[src/sv/uts_pkg.sv]
// shared types and constants of the utf-8 text sanitizer
package uts_pkg;

  localparam int unsigned MSG_COLUMNS = 24;
  localparam int unsigned MSG_ROWS    = 2;
  localparam logic [7:0]  MAX_CHARS_RESET = 8'(MSG_COLUMNS * MSG_ROWS);

  // characters held back so that a cut message can end in "..."
  localparam int unsigned HOLD_DEPTH = 3;

  // command queue between front and back
  localparam int unsigned CMDQ_DEPTH = 4;
  localparam int unsigned CMDQ_AW    = $clog2(CMDQ_DEPTH);

  localparam logic [6:0] CHAR_QMARK = 7'h3F;
  localparam logic [6:0] CHAR_SPACE = 7'h20;
  localparam logic [6:0] CHAR_DOT   = 7'h2E;

  localparam logic [7:0] BYTE_PRINT_LO = 8'h20;
  localparam logic [7:0] BYTE_PRINT_HI = 8'h7E;
  localparam logic [7:0] BYTE_TAB      = 8'h09;
  localparam logic [7:0] BYTE_LF       = 8'h0A;
  localparam logic [7:0] BYTE_CR       = 8'h0D;

  typedef struct packed {
    logic [7:0] char_byte;
    logic       end_of_text;
  } in_item_t;

  typedef struct packed {
    logic [6:0] out_char;
    logic       last;
  } out_item_t;

  typedef enum logic [1:0] {
    TAIL_NONE,
    TAIL_FLUSH,
    TAIL_TRUNC
  } tail_e;

  // one command: n characters to produce, then an optional message end
  typedef struct packed {
    logic [1:0]      n;
    logic [2:0][6:0] chars;
    tail_e           tail;
  } cmd_t;

endpackage

[src/sv/utf8_text_sanitizer.sv]
// top level of the utf-8 text sanitizer
//
//   channel | direction | handshake                  | payload
//   --------+-----------+----------------------------+---------------------------
//   in      | input     | in_valid_i / in_stall_o    | in_item_i  (char_byte, end_of_text)
//   out     | output    | out_valid_o / out_stall_i  | out_item_o (out_char, last)
//   cfg     | input     | cfg_we_i                   | cfg_wdata_i (max_chars)
//
// an item is taken every cycle while the four-entry command queue has room
// the back produces one character per cycle unless a stalled output holds it; an item
// that emits held chars (message end, truncation) keeps it busy while they go out, so
// bursts are absorbed by the queue and the input stalls only when it fills
// reset clears parser state, counters, queue and output valid; max_chars
// returns to 48; no clearing pass
// a stalled output holds its register, and the back keeps working on items
// that only fill the hold-back line
module utf8_text_sanitizer (
  input  logic               clk_i,
  input  logic               rst_ni,
  input  logic               cfg_we_i,
  input  logic [7:0]         cfg_wdata_i,
  input  logic               in_valid_i,
  output logic               in_stall_o,
  input  uts_pkg::in_item_t  in_item_i,
  output logic               out_valid_o,
  input  logic               out_stall_i,
  output uts_pkg::out_item_t out_item_o
);

  logic [7:0]    max_chars_q;
  logic          cmdq_full;
  logic          cmd_push;
  uts_pkg::cmd_t cmd;
  logic          head_valid;
  uts_pkg::cmd_t head_cmd;
  logic          head_pop;

  // single configuration register: output cap per message
  always_ff @(posedge clk_i or negedge rst_ni) begin
    if (!rst_ni) begin
      max_chars_q <= uts_pkg::MAX_CHARS_RESET;
    end else if (cfg_we_i) begin
      max_chars_q <= cfg_wdata_i;
    end
  end

  // front: parse utf-8, count characters against the cap, build commands
  uts_front u_front (
    .clk_i       (clk_i),
    .rst_ni      (rst_ni),
    .max_chars_i (max_chars_q),
    .in_valid_i  (in_valid_i),
    .in_stall_o  (in_stall_o),
    .in_item_i   (in_item_i),
    .cmdq_full_i (cmdq_full),
    .cmd_push_o  (cmd_push),
    .cmd_o       (cmd)
  );

  // decouples parsing from character output
  uts_cmdq u_cmdq (
    .clk_i        (clk_i),
    .rst_ni       (rst_ni),
    .push_i       (cmd_push),
    .push_cmd_i   (cmd),
    .full_o       (cmdq_full),
    .pop_i        (head_pop),
    .head_valid_o (head_valid),
    .head_cmd_o   (head_cmd)
  );

  // back: hold three characters, emit, and replace them with dots on truncation when all three are held
  uts_back u_back (
    .clk_i        (clk_i),
    .rst_ni       (rst_ni),
    .head_valid_i (head_valid),
    .head_cmd_i   (head_cmd),
    .pop_o        (head_pop),
    .out_valid_o  (out_valid_o),
    .out_stall_i  (out_stall_i),
    .out_item_o   (out_item_o)
  );

endmodule

[src/sv/uts_front.sv]
// front: utf-8 parsing, cap accounting and command generation
module uts_front (
  input  logic             clk_i,
  input  logic             rst_ni,
  input  logic [7:0]       max_chars_i,
  input  logic             in_valid_i,
  output logic             in_stall_o,
  input  uts_pkg::in_item_t in_item_i,
  input  logic             cmdq_full_i,
  output logic             cmd_push_o,
  output uts_pkg::cmd_t    cmd_o
);

  logic       lead_q, lead_d;
  logic [1:0] need_q, need_d;
  logic [1:0] seen_q, seen_d;
  logic [7:0] emitted_q, emitted_d;
  logic       discard_q, discard_d;

  logic       accept;
  logic [7:0] b;
  logic       eot;
  logic       is_cont;
  logic [6:0] main_char;
  logic [1:0] extra;
  logic [1:0] seen_inc;
  logic       complete;
  logic [1:0] nq;
  logic       has_main;
  logic [1:0] total;
  logic [7:0] avail;
  logic       trunc;
  logic [1:0] n_exec;

  assign in_stall_o = cmdq_full_i;
  assign accept     = in_valid_i && !cmdq_full_i;
  assign b          = in_item_i.char_byte;
  assign eot        = in_item_i.end_of_text;
  assign is_cont    = (b[7:6] == 2'b10);
  assign seen_inc   = seen_q + 2'd1;
  assign complete   = (seen_inc >= need_q);

  // character for a byte handled as a new byte, and the number of continuation bytes it announces
  always_comb begin
    if (b >= uts_pkg::BYTE_PRINT_LO && b <= uts_pkg::BYTE_PRINT_HI) begin
      main_char = b[6:0];
    end else if (b == uts_pkg::BYTE_LF || b == uts_pkg::BYTE_CR ||
                 b == uts_pkg::BYTE_TAB) begin
      main_char = uts_pkg::CHAR_SPACE;
    end else begin
      main_char = uts_pkg::CHAR_QMARK;
    end
    priority if (b[7:5] == 3'b110) begin
      extra = 2'd1;
    end else if (b[7:4] == 4'b1110) begin
      extra = 2'd2;
    end else if (b[7:3] == 5'b11110) begin
      extra = 2'd3;
    end else begin
      extra = 2'd0;
    end
  end

  // list of produced characters: nq question marks, then the main one if has_main is set
  always_comb begin
    if (lead_q && is_cont) begin
      nq       = (eot && !complete) ? seen_inc : 2'd0;
      has_main = 1'b0;
    end else if (lead_q) begin
      nq       = seen_q;
      has_main = 1'b1;
    end else begin
      nq       = 2'd0;
      has_main = 1'b1;
    end
    total = nq + {1'b0, has_main};
    avail = (emitted_q >= max_chars_i) ? 8'd0 : (max_chars_i - emitted_q);
    trunc = ({6'd0, total} > avail);
    n_exec = trunc ? avail[1:0] : total;
  end

  always_comb begin
    for (int i = 0; i < 3; i++) begin
      cmd_o.chars[i] = (2'(i) < nq) ? uts_pkg::CHAR_QMARK : main_char;
    end
    cmd_o.n = n_exec;
    if (trunc) begin
      cmd_o.tail = uts_pkg::TAIL_TRUNC;
    end else if (eot) begin
      cmd_o.tail = uts_pkg::TAIL_FLUSH;
    end else begin
      cmd_o.tail = uts_pkg::TAIL_NONE;
    end
    cmd_push_o = accept && !discard_q &&
                 ((n_exec != 2'd0) || (cmd_o.tail != uts_pkg::TAIL_NONE));
  end

  always_comb begin
    lead_d    = lead_q;
    need_d    = need_q;
    seen_d    = seen_q;
    emitted_d = emitted_q;
    discard_d = discard_q;
    if (accept) begin
      if (discard_q) begin
        discard_d = !eot;
      end else if (trunc || eot) begin
        // message over: truncated or ended normally
        discard_d = trunc && !eot;
        lead_d    = 1'b0;
        need_d    = 2'd0;
        seen_d    = 2'd0;
        emitted_d = 8'd0;
      end else begin
        emitted_d = emitted_q + {6'd0, total};
        if (lead_q && is_cont) begin
          if (complete) begin
            lead_d = 1'b0;
            need_d = 2'd0;
            seen_d = 2'd0;
          end else begin
            seen_d = seen_inc;
          end
        end else begin
          lead_d = (extra != 2'd0);
          need_d = extra;
          seen_d = 2'd0;
        end
      end
    end
  end

  always_ff @(posedge clk_i or negedge rst_ni) begin
    if (!rst_ni) begin
      lead_q    <= 1'b0;
      need_q    <= 2'd0;
      seen_q    <= 2'd0;
      emitted_q <= 8'd0;
      discard_q <= 1'b0;
    end else begin
      lead_q    <= lead_d;
      need_q    <= need_d;
      seen_q    <= seen_d;
      emitted_q <= emitted_d;
      discard_q <= discard_d;
    end
  end

endmodule

[src/sv/uts_cmdq.sv]
// small command queue between front and back
module uts_cmdq (
  input  logic          clk_i,
  input  logic          rst_ni,
  input  logic          push_i,
  input  uts_pkg::cmd_t push_cmd_i,
  output logic          full_o,
  input  logic          pop_i,
  output logic          head_valid_o,
  output uts_pkg::cmd_t head_cmd_o
);

  uts_pkg::cmd_t                 entries_q [uts_pkg::CMDQ_DEPTH];
  logic [uts_pkg::CMDQ_AW-1:0]   wr_ptr_q, rd_ptr_q;
  logic [uts_pkg::CMDQ_AW:0]     count_q;
  logic                          do_pop;

  assign full_o       = (count_q == (uts_pkg::CMDQ_AW+1)'(uts_pkg::CMDQ_DEPTH));
  assign head_valid_o = (count_q != '0);
  assign head_cmd_o   = entries_q[rd_ptr_q];
  assign do_pop       = pop_i && head_valid_o;

  always_ff @(posedge clk_i) begin
    if (push_i) begin
      entries_q[wr_ptr_q] <= push_cmd_i;
    end
  end

  always_ff @(posedge clk_i or negedge rst_ni) begin
    if (!rst_ni) begin
      wr_ptr_q <= '0;
      rd_ptr_q <= '0;
      count_q  <= '0;
    end else begin
      if (push_i) begin
        wr_ptr_q <= wr_ptr_q + 1'b1;
      end
      if (do_pop) begin
        rd_ptr_q <= rd_ptr_q + 1'b1;
      end
      unique case ({push_i, do_pop})
        2'b10:   count_q <= count_q + 1'b1;
        2'b01:   count_q <= count_q - 1'b1;
        default: count_q <= count_q;
      endcase
    end
  end

endmodule

[src/sv/uts_back.sv]
// back: hold-back line of three characters and output register
module uts_back (
  input  logic              clk_i,
  input  logic              rst_ni,
  input  logic              head_valid_i,
  input  uts_pkg::cmd_t     head_cmd_i,
  output logic              pop_o,
  output logic              out_valid_o,
  input  logic              out_stall_i,
  output uts_pkg::out_item_t out_item_o
);

  logic [6:0] held_q [uts_pkg::HOLD_DEPTH];
  logic [1:0] held_cnt_q, held_cnt_d;
  logic [1:0] idx_q, idx_d;
  logic [1:0] tidx_q, tidx_d;
  logic       out_valid_q, out_valid_d;
  uts_pkg::out_item_t out_q;

  logic       out_free;
  logic       emit;
  logic [6:0] emit_char;
  logic       emit_last;
  logic       shift;
  logic       append;
  logic       advance;
  logic       dots;
  logic [1:0] last_pos;
  logic [6:0] prod_char;

  assign out_free    = !out_valid_q || !out_stall_i;
  assign prod_char   = head_cmd_i.chars[idx_q];
  assign dots        = (head_cmd_i.tail == uts_pkg::TAIL_TRUNC) && (held_cnt_q == 2'd3);
  assign last_pos    = dots ? 2'd2 : (held_cnt_q - 2'd1);
  assign out_valid_o = out_valid_q;
  assign out_item_o  = out_q;

  always_comb begin
    pop_o      = 1'b0;
    emit       = 1'b0;
    emit_char  = held_q[0];
    emit_last  = 1'b0;
    shift      = 1'b0;
    append     = 1'b0;
    advance    = 1'b0;
    idx_d      = idx_q;
    tidx_d     = tidx_q;
    held_cnt_d = held_cnt_q;
    if (head_valid_i) begin
      if (idx_q != head_cmd_i.n) begin
        // produce one character
        if (held_cnt_q == 2'd3) begin
          if (out_free) begin
            emit    = 1'b1;
            shift   = 1'b1;
            advance = 1'b1;
          end
        end else begin
          append     = 1'b1;
          advance    = 1'b1;
          held_cnt_d = held_cnt_q + 2'd1;
        end
        if (advance) begin
          idx_d = idx_q + 2'd1;
          if ((idx_q + 2'd1 == head_cmd_i.n) &&
              (head_cmd_i.tail == uts_pkg::TAIL_NONE)) begin
            pop_o = 1'b1;
            idx_d = 2'd0;
          end
        end
      end else begin
        unique case (head_cmd_i.tail)
          uts_pkg::TAIL_FLUSH, uts_pkg::TAIL_TRUNC: begin
            if (!dots && held_cnt_q == 2'd0) begin
              // nothing held, message ends with no output
              pop_o = 1'b1;
              idx_d = 2'd0;
            end else if (out_free) begin
              emit      = 1'b1;
              emit_char = dots ? uts_pkg::CHAR_DOT : held_q[tidx_q];
              emit_last = (tidx_q == last_pos);
              if (emit_last) begin
                pop_o      = 1'b1;
                idx_d      = 2'd0;
                tidx_d     = 2'd0;
                held_cnt_d = 2'd0;
              end else begin
                tidx_d = tidx_q + 2'd1;
              end
            end
          end
          default: begin
            pop_o = 1'b1;
            idx_d = 2'd0;
          end
        endcase
      end
    end
    out_valid_d = emit ? 1'b1 : (out_valid_q && out_stall_i);
  end

  always_ff @(posedge clk_i) begin
    if (shift) begin
      held_q[0] <= held_q[1];
      held_q[1] <= held_q[2];
      held_q[2] <= prod_char;
    end else if (append) begin
      held_q[held_cnt_q] <= prod_char;
    end
    if (emit) begin
      out_q.out_char <= emit_char;
      out_q.last     <= emit_last;
    end
  end

  always_ff @(posedge clk_i or negedge rst_ni) begin
    if (!rst_ni) begin
      held_cnt_q  <= 2'd0;
      idx_q       <= 2'd0;
      tidx_q      <= 2'd0;
      out_valid_q <= 1'b0;
    end else begin
      held_cnt_q  <= held_cnt_d;
      idx_q       <= idx_d;
      tidx_q      <= tidx_d;
      out_valid_q <= out_valid_d;
    end
  end

endmodule
[config.mk]
export PLATFORM = sky130hd
export DESIGN_NAME = utf8_text_sanitizer
export DESIGN_NICKNAME = d
export VERILOG_FILES = /design/src/sv/uts_pkg.sv /design/src/sv/utf8_text_sanitizer.sv /design/src/sv/uts_front.sv /design/src/sv/uts_cmdq.sv /design/src/sv/uts_back.sv
export SDC_FILE = /design/constraint.sdc
export NUM_CORES = 1
export LEC_CHECK = 0
export BUFFER_PORTS_ARGS = -buffer_cell sky130_fd_sc_hd__clkbuf_2
export CORE_ASPECT_RATIO = 0.8
export CORE_MARGIN = 2
export CORE_UTILIZATION = 45
export DETAILED_ROUTE_END_ITERATION = 12
export PLACE_DENSITY = 0.62
export SYNTH_ARGS = -nofsm -noshare
export SYNTH_HDL_FRONTEND = slang
export SYNTH_SLANG_ARGS = --single-unit
[constraint.sdc]
create_clock -name clk_i -period 9.15 [get_ports clk_i]
set_input_delay 1.83 -clock clk_i [delete_from_list [all_inputs] [get_ports clk_i]]
set_output_delay 1.83 -clock clk_i [all_outputs]
set_load 0.01 [all_outputs]
; ---- After elaboration in Yosys (flattened, before gate mapping)
; Memories as Yosys holds them, arrays and structs flattened.
; Index checks and enable logic that the tools add are counted.
[totals]
regBits = 44
inputBits = 22
memories = 2
ramBits = 121
[op_classes]
bitwise_logic = 6
add_sub_neg = 12
muxes = 83
eq_ne = 22
magnitude_cmp = 9
n_reduce_logical = 42
[memory_table]
columns = memory, depth, word_bits, read_ports, rd_clocked_by_memory_dff, write_ports, line
row1 = u_cmdq.entries_q, 4, 25, 1, 0, 1, uts_cmdq.sv:13  ; uts_pkg::cmd_t entries_q [uts_pkg::CMDQ_DEPTH];
row2 = u_back.held_q, 3, 7, 4, 0, 3, uts_back.sv:13  ; logic [6:0] held_q [uts_pkg::HOLD_DEPTH];
[op_table]
columns = op, n
row1 = 7-bit two-way mux, 12
row2 = 2-bit two-way mux, 28
row3 = 1-bit two-way mux, 38
row4 = 8-bit by 4-bit == test with 1-bit output (second input constant), 3
row5 = 8-bit two-way mux, 2
row6 = 7-bit binary-select mux with 2-bit select, 1
row7 = 2-bit nonzero test, 7
row8 = 2-bit by 1-bit adder with 2-bit output (second input constant), 6
row9 = 1-bit logical AND, 12
row10 = 8-bit by 2-bit adder with 8-bit output, 1
row11 = 2-bit == test (second input constant), 4
row12 = 8-bit by 6-bit >= comparator with 1-bit output (second input constant), 1
row13 = 8-bit >= comparator, 1
row14 = 2-bit by 8-bit greater-than comparator with 1-bit output, 1
row15 = 8-bit by 7-bit less-or-equal comparator with 1-bit output (second input constant), 1
row16 = 4-bit by 1-bit inequality test with 1-bit output (second input constant), 2
row17 = 8-bit subtractor, 1
row18 = 1-bit logical NOT, 7
row19 = 7-bit OR reduction, 1
row20 = 3-bit == test (second input constant), 2
row21 = 1-bit NOT, 6
row22 = 3-bit case mux with 2 select lines, 1
row23 = 6-bit AND reduction, 1
row24 = 5-bit == test (second input constant), 1
row25 = other kinds (25), 34

; ---- Longest topological paths before layout
[logic_depth]
ltp_word = 14
depth_mapped = 22
mapped_depth_nobuf = 22

; ---- Modules after synthesis
; A second synthesis with hierarchy kept.
[hier_totals]
hier_cells = 582
hier_area_um2 = 8349.3
[by_module_without_submodules]
columns = module, cells_each, area_each_um2, n_inst
row1 = uts_cmdq, 168, 4063.9, 1
row2 = uts_back, 183, 2322.2, 1
row3 = uts_front, 214, 1629.1, 1
row4 = utf8_text_sanitizer, 17, 334.1, 1

; ---- Least setup slack after synthesis
; Ideal clock, no wire load.
[synth_path]
kind = input port to flip-flop
from = in in_item_i[7] (netlist name)
to = mem u_cmdq.entries_q[0][0] (netlist name), enable pin
stages = 14
slack_ns = 3.999
arrival_time_ns = 4.767
setup_time_ns = 0.384
cell_sequence = nand2b_1 > clkbuf_1 > a211oi_1 > and2_1 > o211ai_1 > inv_1 > ha_1 > nor2b_1 > o21ai_0 > nor4_1 > nand4_1 > o211ai_2 > o21a_1 > and2_1
[synth_via]
elab_chain_len = 11
elab_cells_between_ends = 14
[synth_lines]
columns = item, line
row1 = from (decl), utf8_text_sanitizer.sv:24  ; input uts_pkg::in_item_t in_item_i,
row2 = 2-bit == test *, uts_front.sv:39  ; assign is_cont = (b[7:6] == 2'b10);
row3 = 1-bit logical AND *, uts_front.sv:66  ; if (lead_q && is_cont) begin
row4 = 2-bit two-way mux / 1-bit two-way mux (equally long branches), uts_front.sv:66
row5 = 2-bit by 1-bit adder with 2-bit output *, uts_front.sv:76  ; total = nq + {1'b0, has_main};
row6 = 2-bit by 8-bit greater-than comparator with 1-bit output, uts_front.sv:78  ; trunc = ({6'd0, total} > avail);
row7 = "2-bit two-way mux, on equally long branches", "uts_front.sv:79, uts_front.sv:87"
row8 = 2-bit nonzero test, uts_front.sv:95  ; ((n_exec != 2'd0) || (cmd_o.tail != uts_pkg::TAIL_NONE));
row9 = 1-bit logical OR *, uts_front.sv:95
row10 = 1-bit logical AND *, uts_front.sv:94  ; cmd_push_o = accept && !discard_q &&
row11 = 1-bit two-way mux *, uts_cmdq.sv:24  ; if (push_i) begin
row12 = 1-bit two-way mux (not written as such) *, uts_cmdq.sv:25  ; entries_q[wr_ptr_q] <= push_cmd_i;
row13 = to (decl), uts_cmdq.sv:13
; Every way passes the cells marked *; elsewhere a longest branch is shown, timed or not.

; ---- Worst setup path after layout
[layout_path]
from = in in_item_i[7] (netlist name)
to = reg u_cmdq.count_q[2] (netlist name)
[layout_via]
elab_chain_len = 11
elab_cells_between_ends = 16
[layout_lines]
columns = item, line
row1 = 2-bit == test *, uts_front.sv:39
row2 = 1-bit logical AND *, uts_front.sv:66
row3 = 2-bit two-way mux / 1-bit two-way mux (equally long branches), uts_front.sv:66
row4 = 2-bit by 1-bit adder with 2-bit output *, uts_front.sv:76
row5 = 2-bit by 8-bit greater-than comparator with 1-bit output, uts_front.sv:78
row6 = "2-bit two-way mux, on equally long branches", "uts_front.sv:79, uts_front.sv:87"
row7 = 2-bit nonzero test, uts_front.sv:95
row8 = 1-bit logical OR *, uts_front.sv:95
row9 = 1-bit logical AND *, uts_front.sv:94
row10 = 2-bit by 1-bit == test with 1-bit output / 2-bit == test (equally long branches), uts_cmdq.sv:41  ; unique case ({push_i, do_pop})
row11 = 3-bit case mux with 2 select lines / 2-bit nonzero test (equally long branches), n/a
row12 = to (signal assigned), uts_cmdq.sv:42  ; 2'b10: count_q <= count_q + 1'b1;
row13 = to (signal assigned), uts_cmdq.sv:43  ; 2'b01: count_q <= count_q - 1'b1;
row14 = to (signal assigned), uts_cmdq.sv:44  ; default: count_q <= count_q;
row15 = to (decl), uts_cmdq.sv:15  ; logic [uts_pkg::CMDQ_AW:0] count_q;
; Marks and branches as above.
; A chain may end at the register's enable or synchronous reset.

==> results.py <==
metrics = {
    "critical_path": {
        "end_kind": "register",
        "cp_cell_sequence": "clkbuf_2 -> nand2b_1 -> a211oi_1 -> and2_1 -> o211ai_1 -> inv_1 -> ha_1 -> nor2b_1 -> o21ai_0 -> nor4_1 -> nand4_1 -> o211ai_2 -> o21a_1 -> inv_1 -> ha_1 -> inv_1 -> fa_1 -> xor2_1 -> nor2_1 -> xor2_1",
        "crit_slowest_cell": "o211ai_2",
        "cp_max_fo": 14,
        "arrival_ns": 5.79,
        "worstPathRequired_ns": 9.46,
        "crit_top_cell": "inv_1",
        "path_buf_inv": 4,
        "start_kind": "input pin",
        "worstSetupPathType": "in2reg",
        "max_stage_delay_ns": 0.54,
        "path_delay_family": "compound AO/OA/AOI/OAI gates",
    },
    "yosys": {
        "syn_inst": 618,
        "syn_area_mm2": 0.00823,
        "synthFlopType": "edfxtp_1",
        "synth.distinct_cells": 55,
        "syn_area_per_cell_um2": 13.3,
        "synthArstFlopShare_pct": 20.9,
        "ys_seq_elements": 172,
        "synth_edf_count": 136,
        "seq_area_frac_synth_pct": 60.6,
        "yosys_warnings": 0,
    },
    "floorplanning": {
        "die_h_um": 125,
        "core_area_mm2": 0.0181,
        "dieArea_mm2": 0.0194,
        "initial_utilization_pct": 45.6,
        "io_pins": 32,
        "die_width_um": 155,
        "row_count": 44,
    },
    "route": {
        "via_per_inst": 5.53,
        "drc_errors": 0,
        "wl_per_cell_um": 17.6,
        "vias": 4973,
        "drt_first_pass_iters": 5,
        "dr.first_iter.drc_count": 285,
        "wl_mm": 15.8,
        "final_antenna_net_count": 0,
    },
    "clock_network": {
        "clk_latency_ns": 0.43,
        "cts_hold_buf": 0,
        "htreeDepth": 4,
        "cts_tree": "built",
        "clockBufferDepth": 2,
        "cts_setup_buffers": 0,
        "clk_pin_slew_worst_paths_ns": 0.07,
        "cts_num_sinks": 172,
        "root_buffer": "clkbuf_16",
        "cts_made_buffers": 17,
        "cts-resized-gates": 0,
    },
    "cells_and_area": {
        "antenna_cells": 0,
        "layout_commonest_cell": "edfxtp_1",
        "final_util_pct": 50.9,
        "final_cells": 900,
        "area_growth_pct": 11.8,
        "fill_cells": 1511,
        "fin_area_mm2": 0.00920,
        "nNetsFinal": 707,
        "layout-drive-gt1-share_pct": 19.4,
        "final_cell_mix": "edfxtp_1 (136), nand2_1 (55), a21oi_1 (39), nor2_1 (39), inv_1 (38)",
    },
    "global_routing": {
        "grt_use_total_pct": 17.3,
        "grt-ovfl-total": 0,
        "grt_max_degree": 37,
        "grt_pass1_wl_mm": 25.9,
        "antenna_found_initial": 0,
        "grt_pass1_vias": 4953,
    },
    "placement": {
        "placedInstanceArea_mm2": 0.00862,
        "place_worst_setup_slack_ns": 3.26,
        "dp_cells": 868,
        "globalplace.congestion": 0.860,
        "place_hpwl_mm": 10.8,
        "port_buffers": 31,
    },
    "sta": {
        "grt_setup_unrepaired": "no",
        "max_slew.worst_pin.slew_ns": 0.973,
        "hold_viol": 0,
        "hold_slack_ns": 0.500,
        "min_period_over_period_pct": 59.8,
        "fin_crit_ns": 5.47,
        "fmax_ghz": 0.183,
        "setup-violations-final": 0,
        "tns_ns": 0,
        "worst_clock_skew_ns": 0.0112,
        "final.setup.worst_slack_ns": 3.68,
        "max_slew_margin_pct": 35.2,
        "slew_violations": 0,
    },
    "run": {
        "maxCapViolations": 0,
    },
    "power_and_ir_drop": {
        "irDropWorstVdd_uv": 174,
        "power_density_mw_per_mm2": 354,
        "p_leak_nw": 3.42,
        "total_power_mw": 3.25,
    },
    "min_path": {
        "hold_path_class": "reg2reg",
    },
    "run_status": {
        "status": "finished clean",
    },
}
-- worst register-to-register path, stage by stage, from the launching register on --
cell	delay, ns
dfrtp_1	0.51
xor2_1	0.29
ha_1	0.29
a211oi_1	0.27
and2_1	0.26
o211ai_1	0.19
inv_1	0.13
ha_1	0.24
nand2_1	0.07
o21ai_0	0.10
nor4_1	0.24
nand4_1	0.17
o211ai_2	0.54
o21a_1	0.37
inv_1	0.08
ha_1	0.22
inv_1	0.07
fa_1	0.17
xor2_1	0.15
nor2_1	0.06
xor2_1	0.14
-- cell families after synthesis --
logic type                 Yosys count  share of synthesized area, %
AOI/OAI and AO/OA                  112                          8.18
xor gates and xnor gates            13                          1.47
adders and majority gates           28                          4.53
buffers and inverters               63                          3.30
DFF                                172                          60.6
muxes                               68                          12.6
other                                1                        0.0456
and+or+nand+nor                    161                          9.29
-- cell type report --
type / instances / area (um2) / area share [%]
Clock buffer: 18 / 429 / 4.67
Clock inverter: 14 / 145 / 1.58
Inverter: 39 / 146 / 1.59
Multi-Input combinational cell: 389 / 2990 / 32.6
Sequential cell: 172 / 4990 / 54.2
Tap cell: 230 / 288 / 3.13
Timing Repair Buffer: 38 / 208 / 2.26
-- metal layers --
layer	up-vias	GRT usage [%]	part of all wire [%]	wire length (um)
li1	2376	-	-	-
met1	2457	24.9	48	7590
met2	130	27.0	46	7290
met3	10	4.16	5.3	843
met4	0	4.21	0.80	126
met5	-	0	0	0
-- report_power, final --
group          leakage, nW  total, mW  internal (mW)  switching, mW
Sequential            1.68       1.27           1.16          0.110
Combinational         1.47       1.27          0.520          0.754
Clock                0.271      0.703          0.402          0.300
-- sequential cells by signal, summed over array words and instances, names as in the netlist, 3 cells and up --
signal and count:
u_front.emitted_q 8, u_back.out_item_o 8, max_chars_q 8, u_cmdq.entries_q 100
u_cmdq.count_q 3, u_back.held_q 28
-- synth_stat cells, types with 6 or more instances --
cell / instances / area [um2]
nor2_1: 39 / 146
mux4_2: 26 / 586
nand3_1: 7 / 35.0
and2_1: 7 / 43.8
nor3_1: 14 / 70.1
buf_2: 7 / 35.0
mux2_2: 24 / 270
nand2b_1: 12 / 75.1
nor2b_1: 6 / 37.5
edfxtp_1: 136 / 4080
dfrtp_1: 34 / 851
o21ai_0: 26 / 130
clkbuf_1: 13 / 48.8
xnor2_1: 9 / 78.8
mux2i_1: 18 / 180
a31oi_1: 7 / 43.8
o22ai_1: 16 / 100
a21oi_1: 39 / 195
ha_1: 25 / 313
inv_1: 38 / 143
nand2_1: 55 / 206
-- path summary, 6_finish.rpt --
check	depth (start not counted)	end	slack, ns	startpoint
min reg2reg	1	u_front.need_q[1]	0.50	u_front.need_q[1]
min in group asynchronous	1	u_back.held_cnt_q[1]	1.54	rst_ni
min	1	u_front.need_q[1]	0.50	u_front.need_q[1]
max in group asynchronous	1	u_front.need_q[0]	7.00	rst_ni
max reg2reg	20	u_cmdq.count_q[2]	4.48	u_front.seen_q[1]
max	20	u_cmdq.count_q[2]	3.68	in_item_i[7]
No activity file was read; power rests on OpenSTA's default activity.
